--- config.mk ---
export PLATFORM = sky130hd
export DESIGN_NAME = sctc_tag_ram
export DESIGN_NICKNAME = d
export VERILOG_FILES = /design/src/design/sctc_pkg.sv /design/src/design/sctc_tag_ram.sv
export SDC_FILE = /design/constraint.sdc
export NUM_CORES = 1
export LEC_CHECK = 0
export ABC_AREA = 1
export BUFFER_PORTS_ARGS = -buffer_cell sky130_fd_sc_hd__buf_2
export CORE_ASPECT_RATIO = 1.4
export CORE_MARGIN = 4
export CORE_UTILIZATION = 35
export CTS_CLUSTER_DIAMETER = 80
export DETAILED_ROUTE_END_ITERATION = 7
export GPL_TIMING_DRIVEN = 1
export PLACE_DENSITY = 0.49
export SETUP_SLACK_MARGIN = 0.3
export SLEW_MARGIN = 5
export SYNTH_ARGS = -nofsm -noshare
export SYNTH_HDL_FRONTEND = slang
export SYNTH_SLANG_ARGS = --single-unit
export TNS_END_PERCENT = 10
--- constraint.sdc ---
create_clock -name clk_i -period 1.9 [get_ports clk_i]
set_input_delay 0.19 -clock clk_i [delete_from_list [all_inputs] [get_ports clk_i]]
set_output_delay 0.19 -clock clk_i [all_outputs]
set_load 0.01 [all_outputs]
--- src/design/sctc_pkg.sv ---
// Shared types and constants of the sector cache tag controller.
// Depends on nothing; the tag memory, the sequencer and the top level refer to it by scoped names.
package sctc_pkg;

  // Operation codes carried by an input transaction.
  typedef enum logic [1:0] {
    OP_ACCESS     = 2'd0,
    OP_MARK_DIRTY = 2'd1,
    OP_FLUSH      = 2'd2,
    OP_FAIL       = 2'd3
  } opcode_e;

  // Kinds of result transaction.
  localparam logic [1:0] KIND_ANSWER = 2'd0;
  localparam logic [1:0] KIND_WRITE  = 2'd1;
  localparam logic [1:0] KIND_READ   = 2'd2;

  // Configuration register indexes.
  localparam int unsigned CFG_IDX_W = 2;
  localparam logic [CFG_IDX_W-1:0] CFG_FAT_LENGTH = 2'd0;
  localparam logic [CFG_IDX_W-1:0] CFG_FAT_START  = 2'd1;
  localparam logic [CFG_IDX_W-1:0] CFG_FAT_COPIES = 2'd2;

  localparam logic [31:0] TAG_INVALID  = 32'hFFFF_FFFF;
  localparam logic [7:0]  AGE_MAX      = 8'd255;
  localparam logic [2:0]  COPIES_RESET = 3'd2;

  // Input transaction payload.
  typedef struct packed {
    logic [1:0]  opcode;
    logic [31:0] req_sector;
    logic        is_write;
    logic [2:0]  entry_index;
    logic        fail_in_flush;
  } req_t;

  // Result transaction payload.
  typedef struct packed {
    logic [1:0]  kind;
    logic [31:0] cmd_sector;
    logic [2:0]  buffer_slot;
    logic        was_hit;
    logic        last;
  } rsp_t;

  // One word of the tag memory.
  typedef struct packed {
    logic [31:0] tag;
    logic        dirty;
    logic [7:0]  age;
  } entry_t;

  localparam entry_t ENTRY_RESET = '{tag: TAG_INVALID, dirty: 1'b0, age: AGE_MAX};

  // Mirroring settings derived from the configuration registers.
  typedef struct packed {
    logic [31:0] fat_length;
    logic [31:0] fat_start;
    logic [32:0] fat_end;
    logic [1:0]  mirror_cnt;
  } cfg_t;

endpackage

--- src/design/sctc_tag_ram.sv ---
// Tag memory of the cache: one write port, one read port, registered read data.
// Per-entry valid bits make unwritten entries read as the reset word of sctc_pkg.
module sctc_tag_ram #(
  parameter int unsigned DEPTH = 4,
  localparam int unsigned AW = $clog2(DEPTH)
) (
  input  logic             clk_i,
  input  logic             rst_ni,
  input  logic             wr_en_i,
  input  logic [AW-1:0]    wr_addr_i,
  input  sctc_pkg::entry_t wr_data_i,
  input  logic             rd_en_i,
  input  logic [AW-1:0]    rd_addr_i,
  output sctc_pkg::entry_t rd_data_o
);

  sctc_pkg::entry_t mem_q [DEPTH];
  sctc_pkg::entry_t rd_q;
  logic [DEPTH-1:0] vld_q;
  logic             rd_vld_q;

  // Storage array and read data register.
  always_ff @(posedge clk_i) begin
    if (wr_en_i) begin
      mem_q[wr_addr_i] <= wr_data_i;
    end
    if (rd_en_i) begin
      rd_q <= mem_q[rd_addr_i];
    end
  end

  // Valid bits are cleared at reset and set by the first write of an entry.
  always_ff @(posedge clk_i or negedge rst_ni) begin
    if (!rst_ni) begin
      vld_q    <= '0;
      rd_vld_q <= 1'b0;
    end else begin
      if (wr_en_i) begin
        vld_q[wr_addr_i] <= 1'b1;
      end
      if (rd_en_i) begin
        rd_vld_q <= vld_q[rd_addr_i];
      end
    end
  end

  assign rd_data_o = rd_vld_q ? rd_q : sctc_pkg::ENTRY_RESET;

endmodule

## Word level (Yosys, flattened, before mapping)

Memory sizes are Yosys's and may differ from the RTL's. A register that Yosys moved wholly into a read port is not among the register bits.
Cells that the tools add are included.

| word-level totals | value |
|---|---|
| output and inout port bits | 41 |
| bits of input ports | 49 |
| bits in writable memories | 164 |
| word-level logic and storage cells | 15 |
| register bits | 5 |
| memories | 1 |

| cells by class | value |
|---|---|
| order comparisons | 3 |
| muxes and demuxes | 7 |
| bitwise operators | 1 |
| reduce and logical (&&, ||, !) cells | 1 |

Memory list:

| name | depth | bits a word | rd ports | clocked after Yosys merged registers in | wr ports | RTL line | text |
|---|---|---|---|---|---|---|---|
| mem_q | 4 | 41 | 1 | 1 | 1 | sctc_tag_ram.sv:17 | `sctc_pkg::entry_t mem_q [DEPTH];` |

Operators by type and width:

| operator | count |
|---|---|
| $mux W41 | 1 |
| $lt A2 B3 Y1 const B | 2 |
| $mux W1 | 4 |
| $or A4 B4 Y4 | 1 |
| $bmux W1 S2 | 1 |
| $demux W1 S2 | 1 |
| $ge A2 B1 Y1 const B | 1 |
| $logic_and A1 B1 Y1 | 1 |

## Logic depth before layout (Yosys ltp)

| depth | value |
|---|---|
| depth in word-level cells | 5 |
| depth in mapped cells | 7 |
| gate-level depth less buffers | 6 |

## Worst setup path after synthesis

Ideal clock, no wire load.

| path | value |
|---|---|
| kind | input to register |
| from | in wr_addr_i[0] |
| to | mem mem_q[0][0] in the netlist's numbering, enable pin |
| stages | 3 |
| required time | 1461 ps |
| path slack | -572 ps |
| arrival | 2033 ps |
| setup time | 439 ps |
| path buffers | 0 |
| cell sequence | inv_1 -> nand2_1 -> nor2_1 |

RTL lines:

| what | RTL line | text |
|---|---|---|
| from (decl) | sctc_tag_ram.sv:10 | `input logic [AW-1:0] wr_addr_i,` |
| to (decl) | sctc_tag_ram.sv:17 |  |

No word-level cell before the write port.

==> results.toml <==
[status]
status = "complete, no violations"

[cells_and_area]
multiInputGateArea_um2 = 1240
fillers = 2086
utilization_pct = 43.3
antenna_cells = 0
finalNetCount = 739
finalNonFillerCells = 1003
drive_gt1_share_pct = 18.7
seq_area_um2 = 6280
area_growth_pct = 22.3

[sta]
hold_violations = 0
slew_viol_final = 0
period_share_pct = 81.4
finalWorstPathRequiredPeriod_ns = 1.55
skew_ns = 0.00973
finalWorstSetupSlack_ns = 0.353
setup_tns_ns = 0
fmax_mhz = 647
relSlewSlack_pct = 66.8
rsz0062_at_grt = "false"
setup_viol = 0
tightest_slew_ns = 0.498

[synthesis]
syn_avg_cell_area_um2 = 14.3
yosysSeqAreaShare_pct = 79.0
synth.ff_latch_count = 210
yosys-top-cells-area = "edfxtp_1 (77%), nor2_1 (4.1%), o22ai_1 (3.2%)"
netlist.area_leader.share_pct = 77.4
yosysWarnings = 0
ys_types = 17
synth_largest_area_cell = "edfxtp_1"
synth_area_um2 = 7950
syn-num-nets = 606
syn_inst = 557

[placed_design]
pre_cts_slack_ns = 0.535
gp_congestion = 0.698
post-place-cells = 928
port_buffers = 89
dp_hpwl_um = 8910

[floorplanning]
start_util_pct = 35.4
dieArea_um2 = 25200
die_w_um = 135
die_h_um = 186
pin_count = 90
row_count = 65
core_area_um2 = 22400

[clocking]
cts_buffers = 19
cts.clk_slew.worst_paths_ns = 0.06
cts_max_path_buffers = 3
htreeDepth = 1
cts.root.buffer_cell = "clkbuf_16"
clkLatencyLatePin_ns = 0.48
cts.sinks = 210
cts_tree = "yes"

[power]
seq_power_share_pct = 56.0
p_sw_w = 0.00204
p_clk_share_pct = 36.2
pwr-share-comb_pct = 7.8
power_density_nw_per_um2 = 996
switching_share_pct = 21.0
power_leakage_nw = 3.53
internal_power_w = 0.00764
power_w = 0.00968
ir_worst_vdd_v = 0.000460

[route]
wl_um = 16200
drtAntennaViolNets = 0
first_iter_violations = 245
vias = 4646
viasPerCell = 4.63
wl_per_cell_um = 16.2
drc = 0
firstDrtPassIters = 5

[global_routing]
grt_pass1_vias = 4784
grt_start_max_net_pins = 85
overflow = 0
track_usage_pct = 12.8
grt_antenna_before_repair = 0
grt_pass1_wl_um = 25300

[setup_path]
crit_buf_inv = 2
cpPeakStageDelay_ns = 0.44
critPathKind = "reg2out"
worstSetupStartpointType = "flip-flop"
worst_ep_required_time_ns = 1.71
critPathSlowestCell = "dfrtp_2"
cp.arrival_ns = 1.36
worstPathMaxFanout = 25
critPathTopFamily = "flip-flops"
critPathCaptureType = "output port"
crit_chain = "buf_12 -> nand2_1 -> buf_2"

[job]
drv_cap = 0

[min_path]
hold_class = "in2reg"
-- cells by family after synthesis --
group,Yosys count,share of synthesized area (%)
flops,210,79.0
simple gates,139,6.59
compound gates,127,8.64
buf+inv,81,5.77
-- cell usage in the layout (no fill, tap or decap) --
cell type      synthesis  final
clkbuf_16              0     19
edfxtp_1             205    205
nor2_4                 0      4
clkinv_2               0      3
dfrtp_2                0      1
dfrtp_1                5      4
inv_1                 48     48
nand3_1                2      2
buf_4                  0      3
inv_2                  2      2
o21ai_1               39     39
buf_2                 10     88
o22ai_1               41     41
buf_6                  8      1
dlygate4sd3_1          0     42
o21ai_0               47     47
clkinv_1               0      2
bufinv_16              0      1
nor2_1                86     82
clkbuf_1               3      8
buf_12                 2      9
nand2_1               51     51
-- registers in the layout, summed over array words and instances, names as in the netlist --
name / count
mem_q: 164
rd_q: 41
vld_q: 4
rd_vld_q: 1
-- layout make-up --
type                    count  area share (%)
clock buffers              27            5.20
clock inverters             6           0.541
inverters                  50            1.93
multi-input cells         266            12.8
flip-flops and latches    210            64.6
well taps                 301            3.87
repair buffers            143            11.1
-- final timing paths --
kind	startpoint	to	slack, ns	depth (start not counted)
max reg2reg	mem_q[1][31]	rd_q[31]	0.99	2
max	rd_vld_q	rd_data_o[12]	0.35	3
min	wr_addr_i[1]	vld_q[0]	0.03	2
min in group asynchronous	rst_ni	rd_vld_q	0.10	2
max in group asynchronous	rst_ni	rd_vld_q	1.64	2
min reg2reg	vld_q[0]	vld_q[0]	0.46	2
-- timing repair --
action,4_1_cts,5_1_grt
hold buffers,42,0
hold endpoints to repair,169,0
endpoints found under the setup margin,3,0
buffers inserted,0,0
resized for setup,1,0
-- synthesized netlist by cell type --
| cell type | n |
|---|---|
| buf_12 | 2 |
| buf_2 | 10 |
| buf_6 | 8 |
| clkbuf_1 | 3 |
| clkbuf_2 | 2 |
| clkbuf_4 | 2 |
| clkbuf_8 | 4 |
| dfrtp_1 | 5 |
| edfxtp_1 | 205 |
| inv_1 | 48 |
| inv_2 | 2 |
| nand2_1 | 51 |
| nand3_1 | 2 |
| nor2_1 | 86 |
| o21ai_0 | 47 |
| o21ai_1 | 39 |
| o22ai_1 | 41 |
-- power groups by stage --
| stage | clock network [W] | registers (W) | logic, W |
|---|---|---|---|
| final | 0.00351 | 0.00542 | 0.000752 |
| after global routing | 0.00378 | 0.00544 | 0.000842 |
| after CTS | 0.00361 | 0.00542 | 0.000775 |
| after detailed placement | 0 | 0.00552 | 0.000703 |
| after global placement | 0 | 0.00552 | 0.000686 |
| after floorplan | 0 | 0.00551 | 0.000387 |
-- through the flow --
step                      hold slack (ns)  cell area, µm²
final                              0.0336            9720
after global routing               0.0276            9720
after CTS                          0.0202            9720
after detailed placement           0.0267            8740
after global placement             0.0218            8740
after floorplan                    -0.106            7960
-- metal layers --
layer  up-vias  GRT usage (%)  share of wire (%)
met1      2260           15.7                 41
met5         -              0                  0
met3        29           1.83                4.4
met2       100           22.9                 52
li1       2257              -                  -
met4         0           4.50                2.6
No activity file was read; power rests on OpenSTA's default activity.
